$ cat src/hdl/lbp_3x3_stream_assert.svh
// lbp_3x3_stream_assert.svh: assertion macros shared by the LBP stream RTL.
// Included by every file that carries concurrent assertions; no other dependencies.
// With SYNTH defined the macros expand to nothing.
`ifndef LBP_3X3_STREAM_ASSERT_SVH
`define LBP_3X3_STREAM_ASSERT_SVH
`ifndef SYNTH
// Clocked property check with a reset that disables it.
`define LBP_ASSERT(lbl, clk, rst, prop) \
   lbl: assert property (@(posedge clk) disable iff (rst) prop) \
      else $error("lbp_3x3_stream: assertion failed");
// Condition that must never be true at a clock edge.
`define LBP_NEVER(lbl, clk, rst, cond) \
   lbl: assert property (@(posedge clk) disable iff (rst) !(cond)) \
      else $error("lbp_3x3_stream: forbidden condition seen");
`else
`define LBP_ASSERT(lbl, clk, rst, prop)
`define LBP_NEVER(lbl, clk, rst, cond)
`endif
`endif

$ cat src/hdl/lbp_pkg.sv
// lbp_pkg: widths, register indexes, shared types and the intensity function
// for the 3x3 local binary pattern stream. No dependencies.
package lbp_pkg;

   localparam int LBP_PIX_W     = 8;
   localparam int LBP_MAX_WIDTH = 1024;
   localparam int LBP_COL_W     = $clog2(LBP_MAX_WIDTH);
   localparam int LBP_WID_W     = 11;
   localparam int LBP_HGT_W     = 13;
   localparam int LBP_IN_ROW_W  = LBP_HGT_W + 1;
   localparam int LBP_SUM_W     = LBP_PIX_W + 2;

   localparam int LBP_CSR_IDX_W  = 2;
   localparam int LBP_CSR_DATA_W = 13;

   localparam logic [LBP_CSR_IDX_W-1:0] LBP_CSR_WIDTH  = 2'd0;
   localparam logic [LBP_CSR_IDX_W-1:0] LBP_CSR_HEIGHT = 2'd1;
   localparam logic [LBP_CSR_IDX_W-1:0] LBP_CSR_COLOR  = 2'd2;

   localparam logic [LBP_WID_W-1:0] LBP_WIDTH_RESET  = 11'd640;
   localparam logic [LBP_HGT_W-1:0] LBP_HEIGHT_RESET = 13'd480;
   localparam logic [LBP_WID_W-1:0] LBP_WIDTH_LIMIT  = 11'd1024;

   localparam logic [LBP_CSR_DATA_W-1:0] LBP_DIV3_RECIP = 13'd683;
   localparam int LBP_DIV3_SHIFT = 11;

   // One new window column plus what the code stage must do with it.
   typedef struct packed {
      logic                 emit;
      logic                 last;
      logic [LBP_PIX_W-1:0] top;
      logic [LBP_PIX_W-1:0] mid;
      logic [LBP_PIX_W-1:0] val;
   } lbp_col_type;

   // Gray sample, or floor((r+g+b)/3) via multiply by 683 and shift by 11,
   // which is exact for every sum up to 765.
   function automatic logic [LBP_PIX_W-1:0] lbp_intensity(
      input logic [LBP_PIX_W-1:0] red,
      input logic [LBP_PIX_W-1:0] green,
      input logic [LBP_PIX_W-1:0] blue,
      input logic                 color);
      logic [LBP_SUM_W-1:0]             sum;
      logic [LBP_SUM_W+LBP_CSR_DATA_W-1:0] prod;
      sum  = LBP_SUM_W'(red) + LBP_SUM_W'(green) + LBP_SUM_W'(blue);
      prod = (LBP_SUM_W + LBP_CSR_DATA_W)'(sum) * (LBP_SUM_W + LBP_CSR_DATA_W)'(LBP_DIV3_RECIP);
      if (color) begin
         return prod[LBP_DIV3_SHIFT +: LBP_PIX_W];
      end else begin
         return red;
      end
   endfunction

endpackage

$ cat src/hdl/lbp_code_stage.sv
// lbp_code_stage: 3x3 window, output position counters, border masks, the
// neighbor compare and the result register. Uses lbp_pkg and the assertion macros.
`include "lbp_3x3_stream_assert.svh"
module lbp_code_stage (
   input  logic                           clock,
   input  logic                           reset,
   input  logic                           restart,
   input  logic                           load,
   input  lbp_pkg::lbp_col_type           col,
   input  logic [lbp_pkg::LBP_WID_W-1:0]  eff_w,
   input  logic [lbp_pkg::LBP_HGT_W-1:0]  eff_h,
   output logic                           slot_free,
   input  logic                           rsp_ready,
   output logic                           rsp_valid,
   output logic [lbp_pkg::LBP_PIX_W-1:0]  rsp_lbp_code,
   output logic                           rsp_frame_last
);
   import lbp_pkg::*;

   // Columns 0 and 1 of the window; column 2 is the incoming column.
   logic [LBP_PIX_W-1:0] win_ff [3][2];
   logic [LBP_COL_W-1:0] out_col_ff;
   logic [LBP_HGT_W-1:0] out_row_ff;
   logic                 rsp_valid_ff;
   logic [LBP_PIX_W-1:0] code_ff;
   logic                 last_ff;

   logic [LBP_PIX_W-1:0] center;
   logic                 up_ok, dn_ok, lf_ok, rt_ok;
   logic                 col_wrap;
   logic [LBP_PIX_W-1:0] code_in;

   assign center   = win_ff[1][1];
   assign up_ok    = (out_row_ff != '0);
   assign dn_ok    = ({1'b0, out_row_ff} + LBP_IN_ROW_W'(1)) < {1'b0, eff_h};
   assign lf_ok    = (out_col_ff != '0);
   assign rt_ok    = ({1'b0, out_col_ff} + LBP_WID_W'(1)) < eff_w;
   assign col_wrap = !rt_ok;

   // Weights 1,2,4 above, 8,16 beside, 32,64,128 below, as bits 0 to 7.
   always_comb begin
      code_in[0] = up_ok && lf_ok && (win_ff[0][0] >= center);
      code_in[1] = up_ok && (win_ff[0][1] >= center);
      code_in[2] = up_ok && rt_ok && (col.top >= center);
      code_in[3] = lf_ok && (win_ff[1][0] >= center);
      code_in[4] = rt_ok && (col.mid >= center);
      code_in[5] = dn_ok && lf_ok && (win_ff[2][0] >= center);
      code_in[6] = dn_ok && (win_ff[2][1] >= center);
      code_in[7] = dn_ok && rt_ok && (col.val >= center);
   end

   assign slot_free      = !rsp_valid_ff || rsp_ready;
   assign rsp_valid      = rsp_valid_ff;
   assign rsp_lbp_code   = code_ff;
   assign rsp_frame_last = last_ff;

   always_ff @(posedge clock) begin
      if (reset || restart || (load && col.last)) begin
         for (int r = 0; r < 3; r++) begin
            win_ff[r][0] <= '0;
            win_ff[r][1] <= '0;
         end
      end else if (load) begin
         for (int r = 0; r < 3; r++) begin
            win_ff[r][0] <= win_ff[r][1];
         end
         win_ff[0][1] <= col.top;
         win_ff[1][1] <= col.mid;
         win_ff[2][1] <= col.val;
      end
   end

   always_ff @(posedge clock) begin
      if (reset || restart) begin
         out_col_ff <= '0;
         out_row_ff <= '0;
      end else if (load && col.emit) begin
         if (col.last) begin
            out_col_ff <= '0;
            out_row_ff <= '0;
         end else if (col_wrap) begin
            out_col_ff <= '0;
            out_row_ff <= out_row_ff + LBP_HGT_W'(1);
         end else begin
            out_col_ff <= out_col_ff + LBP_COL_W'(1);
         end
      end
   end

   always_ff @(posedge clock) begin
      if (reset) begin
         rsp_valid_ff <= 1'b0;
      end else if (load && col.emit) begin
         rsp_valid_ff <= 1'b1;
      end else if (rsp_ready) begin
         rsp_valid_ff <= 1'b0;
      end
   end

   always_ff @(posedge clock) begin
      if (load && col.emit) begin
         code_ff <= code_in;
         last_ff <= col.last;
      end
   end

   `LBP_ASSERT(a_out_row_bound, clock, reset, out_row_ff < eff_h)
   `LBP_ASSERT(a_last_rewinds_out, clock, reset,
      rsp_valid_ff && last_ff |-> (out_row_ff == '0) && (out_col_ff == '0))
   `LBP_NEVER(a_rsp_no_overwrite, clock, reset,
      load && col.emit && rsp_valid_ff && !rsp_ready)

endmodule

$ cat config.mk
export PLATFORM = sky130hd
export DESIGN_NAME = lbp_code_stage
export DESIGN_NICKNAME = d
export VERILOG_FILES = /design/src/hdl/lbp_pkg.sv /design/src/hdl/lbp_code_stage.sv
export VERILOG_INCLUDE_DIRS = /design/src /design/src/hdl
export SDC_FILE = /design/constraint.sdc
export NUM_CORES = 1
export LEC_CHECK = 0
export BUFFER_PORTS_ARGS = -buffer_cell sky130_fd_sc_hd__buf_2
export CAP_MARGIN = 0
export CORE_ASPECT_RATIO = 1.4
export CORE_MARGIN = 2
export CORE_UTILIZATION = 55
export CTS_CLUSTER_DIAMETER = 80
export CTS_CLUSTER_SIZE = 24
export DETAILED_ROUTE_END_ITERATION = 16
export PLACE_DENSITY = 0.76
export REMOVE_ABC_BUFFERS = 1
export SETUP_SLACK_MARGIN = 0.15
export SLEW_MARGIN = 10
export SYNTH_ARGS = -nofsm -noshare
export SYNTH_HDL_FRONTEND = slang
export SYNTH_SLANG_ARGS = --single-unit
$ cat constraint.sdc
create_clock -name clock -period 7.6 [get_ports clock]
set_input_delay 0 -clock clock [delete_from_list [all_inputs] [get_ports clock]]
set_output_delay 0 -clock clock [all_outputs]
set_load 0.02 [all_outputs]
==> results of run 1 <==
==> worst max-delay path: cells and delay by family (launching register included) <==
| family | cells | cell delay [ns] |
|---|---|---|
| AOI/OAI and AO/OA | 4 | 1.38 |
| and+or+nand+nor | 5 | 0.74 |
| adders and majority gates | 2 | 0.55 |
| DFF | 1 | 0.41 |
| xor gates and xnor gates | 1 | 0.17 |
==> synthesized netlist by cell type (2+ instances only) <==
cell type and instances:
nand2b_1 10, o21a_1 5, nand3b_1 2, nor3_1 5, o2111ai_1 3, nor2_1 25
a211o_1 3, nor2b_1 5, a211oi_1 6, a21o_1 19, nand4_1 8, nor4_1 4
and3_1 55, edfxtp_1 57, a21oi_1 31, nor2_2 2, buf_2 4, a311o_1 3
nand2_1 26, clkbuf_1 16, nand3_1 19, buf_4 2, a21boi_0 2, xnor2_1 17
xor2_1 9, dfxtp_1 24, a31oi_1 4, o21ai_1 3, inv_1 53, nor4b_1 4
ha_1 91, o21ai_0 18
==> power breakdown <==
part / switching (mW) / leakage [nW] / internal, mW / total (mW)
Sequential: 0.00702 / 0.836 / 0.487 / 0.494
Clock: 0.175 / 0.138 / 0.252 / 0.427
Combinational: 0.0784 / 2.10 / 0.0589 / 0.137
==> area by class of cell <==
type / instances / area, um^2
fillers: 803 / 3475
multi-input cells: 397 / 3044
flip-flops and latches: 81 / 2192
repair buffers: 80 / 475.5
clock buffers: 10 / 229.0
inverters: 54 / 202.7
well taps: 135 / 168.9
clock inverters: 6 / 58.81
==> sequential cells by signal, summed over array words and instances, names as in the netlist <==
register,cells
rsp_frame_last,1
rsp_lbp_code,8
rsp_valid,1
win_ff,48
out_col_ff,10
out_row_ff,13
==> worst min path at each step <==
stage	start	end	slack [ns]
after global placement	reset	rsp_valid	0.21
final	col[18]	win_ff[0][2]	0.006
after global routing	col[6]	win_ff[0][38]	0.01
after detailed placement	reset	rsp_valid	0.22
after CTS	col[21]	win_ff[0][5]	0.0006
after floorplan	reset	rsp_valid	0.07
==> metrics by stage <==
step	setup WS [ns]	std cells
finish	4.187	763
detailed placement	4.253	732
floorplan	4.847	532
global placement	4.403	732
global route	3.850	763
CTS	4.229	763
==> per-layer routing <==
layer  routed length [um]  up-vias  global-route usage (%)
met1                 5267     2073                   29.03
li1                     -     2152                       -
met5                    0        -                       0
met4                  395        0                   12.22
met2                 6808      115                   44.45
met3                  477       26                   2.555
==> cells by family (layout without fill, tap and decap cells) <==
family	after synthesis	count (layout)	synth area share, %
adder cells (fa/ha/maj)	91	91	20.56
AO/OA/AOI/OAI	103	103	11.86
XOR/XNOR	27	27	4.407
buffers and inverters	77	150	5.582
AND/OR/NAND/NOR	176	176	17.99
flip-flops	81	81	39.59
==> summary.md, run 1 <==
| Metric | Value |
|---|---|
| Critical path startpoint | `out_col_ff[0]` |
| Synthesized area per cell | `9.976 um^2` |
| Final Skew | `0.007160 ns` |
| Reg clk slew, reported paths | `0.06 ns` |
| PD cells | `166.2 nW/um^2` |
| Root buffer cell | `clkbuf_16` |
| TritonCTS buffer count | `9` |
| Initial Utilization | `56.23%` |
| Critical path required time | `7.79 ns` |
| Startpoint Class | `register` |
| Pwr Total | `1.059 mW` |
| Most common library cell in the layout ignoring fill and taps | `ha_1` |
| # hold bufs at CTS | `15` |
| Cell taking the most area after synthesis | `edfxtp_1` |
| Synthesized area | `5537 um^2` |
| Core Rows | `43` |
| # port buffers | `65` |
| GP Congestion | `0.9298` |
| Leak | `3.075 nW` |
| Pre-Repair DR Iteration Count | `5` |
| Sink Count | `81` |
| Main synth FF type | `edfxtp_1` |
| Grt total ovfl | `0` |
| CTS tree | `done` |
| WHS | `0.006267 ns` |
| 1st-iter DRT viols | `243` |
| Vias in the first global route | `4,378` |
| Slowest stage delay, CP | `0.69 ns` |
| Post-synthesis sequential area ratio | `39.59%` |
| Commonest cells after routing, fill and taps aside | `91 x ha_1, 65 x buf_2, 57 x edfxtp_1` |
| Layout cells sized above 1 | `14.33%` |
| Routed len/inst | `16.97 um` |
| First-pass GRT wire length | `20,620 um` |
| Critical Path End Type | `register` |
| Die X | `88.80 um` |
| Synth cell types | `52` |
| Total number of vias | `4,366` |
| Diode count | `0` |
| Resized cells post-CTS | `0` |
| Largest net degree at the start of global routing | `52` |
| Worst vdd ir | `130.4 uV` |
| Unrepaired setup endpoints after global routing | `false` |
| Reg2reg start | `out_col_ff[0]` |
| Crit-path slowest cell | `o21ai_1` |
| Crit-path most repeated cell | `nand3_1` |
| Number of max-cap violations | `0` |
| Post-DP Area | `5933 um^2` |
| Setup bufs post-CTS | `0` |
| Slew headroom | `25.44%` |
| All-Layer GR Usage | `24.89%` |
| Setup violations, final | `0` |
| Clock Latency Late Sink | `0.34 ns` |
| R2R Path End | `out_row_ff[5]` |
| Crit path capture | `out_row_ff[5]` |
| FFs w/ async S/R, synth | `0%` |
| Mapped Cells | `555` |
| Die Footprint | `10,900 um^2` |
| Setup TNS Final | `0 ns` |
| Crit-path max FO | `12` |
| Final core occ | `64.71%` |
| H-tree levels | `3` |
| Status | `finished, final reports clean` |
| Nets | `769` |
| Slew Limit Fails | `0` |
| EDFF count, synth | `57` |
| Critical path cell sequence | `ha_1 > nand3_1 > nor2_1 > nand3_1 > xnor2_1 > ha_1 > nand3_1 > a21boi_0 > nor3_2 > o211a_1 > o21ai_1 > o21ai_0` |
| Area contributors post-synth | `edfxtp_1 31%, ha_1 21%, dfxtp_1 8.7%` |
| Total core area | `9846 um^2` |
| Routed Antenna Nets | `0` |
| Routed WL | `12,950 um` |
| Minimum clock period | `3.413 ns` |
| Initial antenna violation count | `0` |
| Die height | `122.7 um` |
| Reg2reg path depth | `12` |
| CP Data Arrival Time | `3.60 ns` |
| Worst Hold Class | `primary input to register` |
| Worst Setup Path Type | `register to register` |
| Yosys top cell area share | `30.92%` |
| Synth-to-Final Area Change | `15.07%` |
| Layout Cell Area excl Fill | `6371 um^2` |
| HPWL after DPL | `9294 um` |
| Synth warn | `0` |
| Ports | `66` |
| CTS max path bufs | `2` |
| # DRC | `0` |
| Final hold vios | `0` |
| F_max | `293.0 MHz` |
| Final Cycle Share | `44.91%` |
| Worst Hold Depth | `2` |
| DR vias/cell | `5.722` |
| Synthesis-stage register bit count | `81` |
| Flop-to-flop setup slack | `4.19 ns` |
| Slew @ Worst Pin | `1.118 ns` |
Note: power is estimated with default switching activity, not from simulation.
==> inputs of run 2 (changes only) <==
- clock period: 7.6 -> 3.4 ns (I/O delays scaled with it)
==> run 2 against run 1 <==
Compared with the run above: sequential cell count unchanged; worst hold slack better by 0.0026 ns; combinational power up 120%; clock power up 120%; worst setup slack worse by 3.8 ns; global-route usage down 0.79 points; first-iteration DRC count up 11%; via count up 0.53%; routed wire length down 3.6%; die area unchanged; critical path depth unchanged; critical endpoint is now out_row_ff[3]; largest power group unchanged; highest routed layer unchanged.
==> summary.md, run 2 (synthesized netlist as in run 1, its figures left out) <==
| Metric | Value |
|---|---|
| Non-filler cells, final | `768 (+0.66%)` |
| Slew headroom | `26.66% (+1.2 points)` |
| Slew Limit Fails | `0 (unchanged)` |
| Setup violations, final | `0 (unchanged)` |
| Nets | `774 (+0.65%)` |
| Final core occ | `65.15% (+0.44 points)` |
| Final Skew | `0.005373 ns (-0.001787 ns)` |
| Critical path startpoint | `out_col_ff[2]` |
| Layout Cell Area excl Fill | `6415 um^2 (+0.69%)` |
| PD cells | `367.6 nW/um^2 (+120%)` |
| # port buffers | `65 (unchanged)` |
| Setup TNS Final | `0 ns (unchanged)` |
| Flop-to-flop setup slack | `0.36 ns (-3.83 ns)` |
| Sink Count | `81 (unchanged)` |
| Root buffer cell | `clkbuf_16` |
| Routed len/inst | `16.26 um (-4.2%)` |
| Routed Antenna Nets | `0 (unchanged)` |
| Status | `finished, final reports clean` |
| Worst vdd ir | `268.3 uV (+110%)` |
| Vias in the first global route | `4,360 (-0.41%)` |
| Commonest cells after routing, fill and taps aside | `90 x ha_1, 65 x buf_2, 57 x edfxtp_1` |
| Reg2reg path depth | `12 (unchanged)` |
| Number of max-cap violations | `0 (unchanged)` |
| HPWL after DPL | `9073 um (-2.4%)` |
| Largest regs | `win_ff: 48 flops, out_row_ff: 13 flops, out_col_ff: 10 flops` |
| Total number of vias | `4,389 (+0.53%)` |
| Minimum clock period | `3.043 ns (-0.3697 ns)` |
| CTS max path bufs | `2 (unchanged)` |
| CTS tree | `done` |
| Startpoint Class | `register` |
| Diode count | `0 (unchanged)` |
| Setup bufs post-CTS | `0 (unchanged)` |
| Post-DP Area | `5958 um^2 (+0.42%)` |
| Unrepaired setup endpoints after global routing | `false` |
| Grt total ovfl | `0 (unchanged)` |
| Core Rows | `43 (unchanged)` |
| DR vias/cell | `5.715 (-0.13%)` |
| Final hold vios | `0 (unchanged)` |
| Initial Utilization | `56.23% (unchanged)` |
| Largest net degree at the start of global routing | `49 (-5.8%)` |
| Ports | `66 (unchanged)` |
| # DRC | `0 (unchanged)` |
| Critical Path End Type | `register` |
| First-pass GRT wire length | `20,110 um (-2.5%)` |
| Worst Hold Class | `primary input to register` |
| R2R Path End | `out_row_ff[3]` |
| Layout cells sized above 1 | `15.64% (+1.3 points)` |
| Top reg by flops | `win_ff` |
| Worst Hold Endpoint | `win_ff[0][7]` |
| F_max | `328.6 MHz (+12%)` |
| Pre-Repair DR Iteration Count | `5 (unchanged)` |
| Worst Setup Path Type | `register to register` |
| Critical path required time | `3.63 ns (-4.16 ns)` |
| CP Data Arrival Time | `3.27 ns (-0.33 ns)` |
| Die X | `88.80 um (unchanged)` |
| Leak | `3.103 nW (+0.92%)` |
| Routed WL | `12,490 um (-3.6%)` |
| All-Layer GR Usage | `24.10% (-0.79 points)` |
| Post-Place Cells | `736 (+0.55%)` |
| H-tree levels | `3 (unchanged)` |
| Reg clk slew, reported paths | `0.06 ns (about the same)` |
| Synth-to-Final Area Change | `15.86%` |
| 1st-iter DRT viols | `269 (+11%)` |
| Slew @ Worst Pin | `1.100 ns (-0.01833 ns)` |
| Reg2reg start | `out_col_ff[2]` |
| Total core area | `9846 um^2 (unchanged)` |
| TritonCTS buffer count | `9 (unchanged)` |
| Clock Latency Late Sink | `0.34 ns (about the same)` |
| Die height | `122.7 um (unchanged)` |
| Die Footprint | `10,900 um^2 (unchanged)` |
| Initial antenna violation count | `0 (unchanged)` |
| Worst Hold Depth | `2 (unchanged)` |
| Final Cycle Share | `89.51% (+45 points)` |
| GP Congestion | `0.9004 (-3.2%)` |
| Crit-path max FO | `12 (unchanged)` |
| Hold path start | `col[23]` |
| Number of flip-flops under the largest register name | `48 (unchanged)` |
| Most common library cell in the layout ignoring fill and taps | `ha_1` |
[run 2: changes by cell type in the layout (fill, tap and decap cells not counted), sizes merged]
cell,delta
buf,+4
clkbuf,-1
clkinv,+1
clkinvlp,-1
dlygate4sd3,+1
inv,+1
[run 2: per-layer routing]
| metal | track usage, % | share of wire (%) | up-vias |
|---|---|---|---|
| met2 | 42.54 | 53 | 129 |
| met3 | 2.757 | 4.4 | 33 |
| met5 | 0 | 0 | - |
| met1 | 27.92 | 40 | 2072 |
| met4 | 12.88 | 3.3 | 0 |
| li1 | - | - | 2155 |
[run 2: worst max-delay path by stage]
| stage | end | slack [ns] | cells after the start |
|---|---|---|---|
| final | out_row_ff[3] | 0.36 | 12 |
| after global routing | rsp_lbp_code[5] | 0.15 | 12 |
| after CTS | out_row_ff[3] | 0.22 | 12 |
| after detailed placement | out_row_ff[6] | 0.28 | 12 |
| after global placement | rsp_lbp_code[5] | 0.31 | 12 |
| after floorplan | out_row_ff[3] | 0.65 | 12 |
[run 2: through the flow]
| stage | power, mW | hold slack (ns) | worst slack, ns |
|---|---|---|---|
| finish | 2.358 | 0.008821 | 0.3566 |
| global route | 2.445 | 0.009570 | 0.1524 |
| CTS | 2.368 | 0.001796 | 0.2176 |
| detailed placement | 1.413 | 0.2171 | 0.2793 |
| global placement | 1.396 | 0.2129 | 0.3123 |
| floorplan | 1.293 | 0.06907 | 0.6472 |
[run 2: power by group]
part	leakage [nW]	switching (mW)	internal, mW
clock	0.142	0.391	0.561
sequential	0.837	0.0147	1.09
combinational	2.12	0.170	0.133
[run 2: what timing repair did]
action | 4_1_cts | 5_1_grt
hold buffers | 16 | 0
endpoints found under the hold margin | 15 | 0
endpoints found under the setup margin | 0 | 24
gates resized for setup | 0 | 5
[run 2: cell type report]
type / count / area [um^2]
tap: 135 / 168.9
fill: 799 / 3431
clock buffer: 9 / 225.2
sequential: 81 / 2195
multi-input combinational: 397 / 3048
inverter: 54 / 202.7
clock inverter: 7 / 60.06
timing repair buffer: 85 / 515.5
[run 2: critical path: stages, from the launching register on]
cell and delay [ns]:
dfxtp_1 0.43, nand3_1 0.18, nor2_1 0.28, and3_1 0.22, nand3_1 0.10, xnor2_1 0.15
ha_1 0.31, a21oi_1 0.15, a21boi_0 0.13, o31ai_1 0.30, o21ai_2 0.21, nor4b_1 0.20
a311o_1 0.29
==> inputs of run 3 (changes only) <==
--- a/config.mk
+++ b/config.mk
@@ -17,3 +17,2 @@
 export PLACE_DENSITY = 0.76
-export REMOVE_ABC_BUFFERS = 1
 export SETUP_SLACK_MARGIN = 0.15
==> constraint.sdc (replaced) <==
create_clock -name clock -period 3.4 [get_ports clock]
set_input_delay 0.17 -clock clock [delete_from_list [all_inputs] [get_ports clock]]
set_output_delay 0.17 -clock clock [all_outputs]
set_load 0.02 [all_outputs]
==> run 3 against run 2 <==
Compared with the run above: sequential power barely moved; global-route usage rose by 0.88 points; non-clock buffer count fell by 12; routed wire length rose by 2.3%; sequential cell count did not move; critical path depth fell by 2; critical path type unchanged; largest power group unchanged.
==> summary.md, run 3 (synthesized netlist as in run 1, its figures left out) <==
| Metric | Value |
|---|---|
| Pre-Repair DR Iteration Count | `5 (unchanged)` |
| Vias in the first global route | `4,354 (-0.14%)` |
| Setup TNS Final | `0 ns (unchanged)` |
| F_max | `326.4 MHz (-0.68%)` |
| Initial antenna violation count | `0 (unchanged)` |
| Slew @ Worst Pin | `0.6629 ns (-0.4373 ns)` |
| Most common library cell in the layout ignoring fill and taps | `ha_1` |
| Number of max-cap violations | `0 (unchanged)` |
| Reg2reg path depth | `10 (-2)` |
| HPWL after DPL | `9337 um (+2.9%)` |
| Largest regs | `win_ff: 48 flops, out_row_ff: 13 flops, out_col_ff: 10 flops` |
| Setup violations, final | `0 (unchanged)` |
| Nets | `762 (-1.6%)` |
| Worst Setup Path Type | `register to register` |
| TritonCTS buffer count | `9 (unchanged)` |
| Top reg by flops | `win_ff` |
| Final Cycle Share | `90.12% (+0.61 points)` |
| # port buffers | `65 (unchanged)` |
| Worst vdd ir | `270.4 uV (+0.78%)` |
| Final Skew | `0.007483 ns (+0.002111 ns)` |
| Commonest cells after routing, fill and taps aside | `91 x ha_1, 65 x buf_2, 57 x edfxtp_1` |
| Synth-to-Final Area Change | `13.63%` |
| Core Rows | `43 (unchanged)` |
| Slew headroom | `55.54% (+29 points)` |
| 1st-iter DRT viols | `286 (+6.3%)` |
| Routed Antenna Nets | `0 (unchanged)` |
| Critical path required time | `3.61 ns (-0.02 ns)` |
| Crit-path max FO | `9 (-3)` |
| Startpoint Class | `register` |
| Diode count | `0 (unchanged)` |
| Sink Count | `81 (unchanged)` |
| R2R Path End | `rsp_lbp_code[5]` |
| Total core area | `9846 um^2 (unchanged)` |
| Critical Path End Type | `register` |
| FF/Latch Area | `2195 um^2 (unchanged)` |
| Reg2reg start | `out_row_ff[2]` |
| Largest net degree at the start of global routing | `50 (+2.0%)` |
| Worst Hold Class | `primary input to register` |
| GP Congestion | `0.9220 (+2.4%)` |
| H-tree levels | `3 (unchanged)` |
| Ports | `66 (unchanged)` |
| WHS | `0.03889 ns (+0.03007 ns)` |
| Reg clk slew, reported paths | `0.06 ns (about the same)` |
| # DRC | `0 (unchanged)` |
| Number of flip-flops under the largest register name | `48 (unchanged)` |
| Layout cells sized above 1 | `16.75% (+1.1 points)` |
| Final hold vios | `0 (unchanged)` |
| Routed WL | `12,780 um (+2.3%)` |
| CTS tree | `done` |
| Area occupied by multi-input gates | `3052 um^2 (+0.12%)` |
| Clock Latency Late Sink | `0.34 ns (about the same)` |
| First-pass GRT wire length | `20,710 um (+3.0%)` |
| Minimum clock period | `3.064 ns (+0.02079 ns)` |
| PD cells | `373.4 nW/um^2 (+1.6%)` |
| Initial Utilization | `56.23% (unchanged)` |
| DR vias/cell | `5.813 (+1.7%)` |
| Slew Limit Fails | `0 (unchanged)` |
| Die X | `88.80 um (unchanged)` |
| Die height | `122.7 um (unchanged)` |
| Total number of vias | `4,395 (+0.14%)` |
| CTS max path bufs | `2 (unchanged)` |
| Root buffer cell | `clkbuf_16` |
| Critical path startpoint | `out_row_ff[2]` |
| CP Data Arrival Time | `3.27 ns (about the same)` |
| Die Footprint | `10,900 um^2 (unchanged)` |
| Flop-to-flop setup slack | `0.34 ns (-0.02 ns)` |
| Grt total ovfl | `0 (unchanged)` |
| Leak | `3.055 nW (-1.6%)` |
| Fill count | `832 (+4.1%)` |
| Routed len/inst | `16.90 um (+3.9%)` |
| All-Layer GR Usage | `24.98% (+0.88 points)` |
| Crit path capture | `rsp_lbp_code[5]` |
| Unrepaired setup endpoints after global routing | `false` |
| Status | `finished, final reports clean` |
| Net Count, Synth | `701` |
| Final core occ | `63.90% (-1.3 points)` |
run 3: report_power, final:
group	total (mW)	internal, mW	switching [mW]
Sequential	1.10	1.09	0.0147
Combinational	0.292	0.123	0.169
Clock	0.955	0.564	0.391
run 3: area by class of cell:
class	instances	area share, %
clock buffers	10	3.640
clock inverters	6	0.9348
inverters	54	3.222
multi-input cells	397	48.51
flip-flops and latches	81	34.88
well taps	135	2.685
repair buffers	73	6.126
run 3: what timing repair did:
item | CTS | global route
gates cloned | 0 | 0
pin swaps | 0 | 2
hold buffers | 0 | 0
gates resized for setup | 1 | 6
setup buffers | 0 | 3
endpoints found under the setup margin | 3 | 19
run 3: layer usage:
layer  part of all wire [%]  track usage (%)
met2                     53            43.84
met1                     39            28.79
met4                    3.5            11.17
met3                    5.2            4.976
met5                      0                0
run 3: critical path, stage by stage (launching register included):
cell and delay [ns]:
dfxtp_1 0.52, and3_1 0.25, nand4_2 0.21, nor2_1 0.33, xor2_1 0.25, ha_1 0.28
and4_1 0.18, a221o_1 0.35, nand2_1 0.07, o211ai_1 0.21, and3b_1 0.27
run 3: worst min path at each step:
| stage | startpoint | end | slack (ns) | depth (start not counted) |
|---|---|---|---|---|
| global placement | reset | rsp_valid | 0.38 | 2 |
| floorplan | reset | rsp_valid | 0.24 | 1 |
| global route | reset | rsp_valid | 0.05 | 2 |
| detailed placement | reset | rsp_valid | 0.39 | 2 |
| CTS | reset | rsp_valid | 0.03 | 2 |
| finish | reset | rsp_valid | 0.04 | 2 |
run 3: through the flow:
step	setup slack [ns]	cells	instance area [um^2]	total power, mW
2_1_floorplan	0.6943	555	5537	1.302
3_3_place_gp	0.3472	737	5966	1.398
3_5_place_dp	0.1737	737	5966	1.416
4_1_cts	0.1565	753	6257	2.361
5_1_grt	0.1587	756	6291	2.440
6_report	0.3358	756	6291	2.349
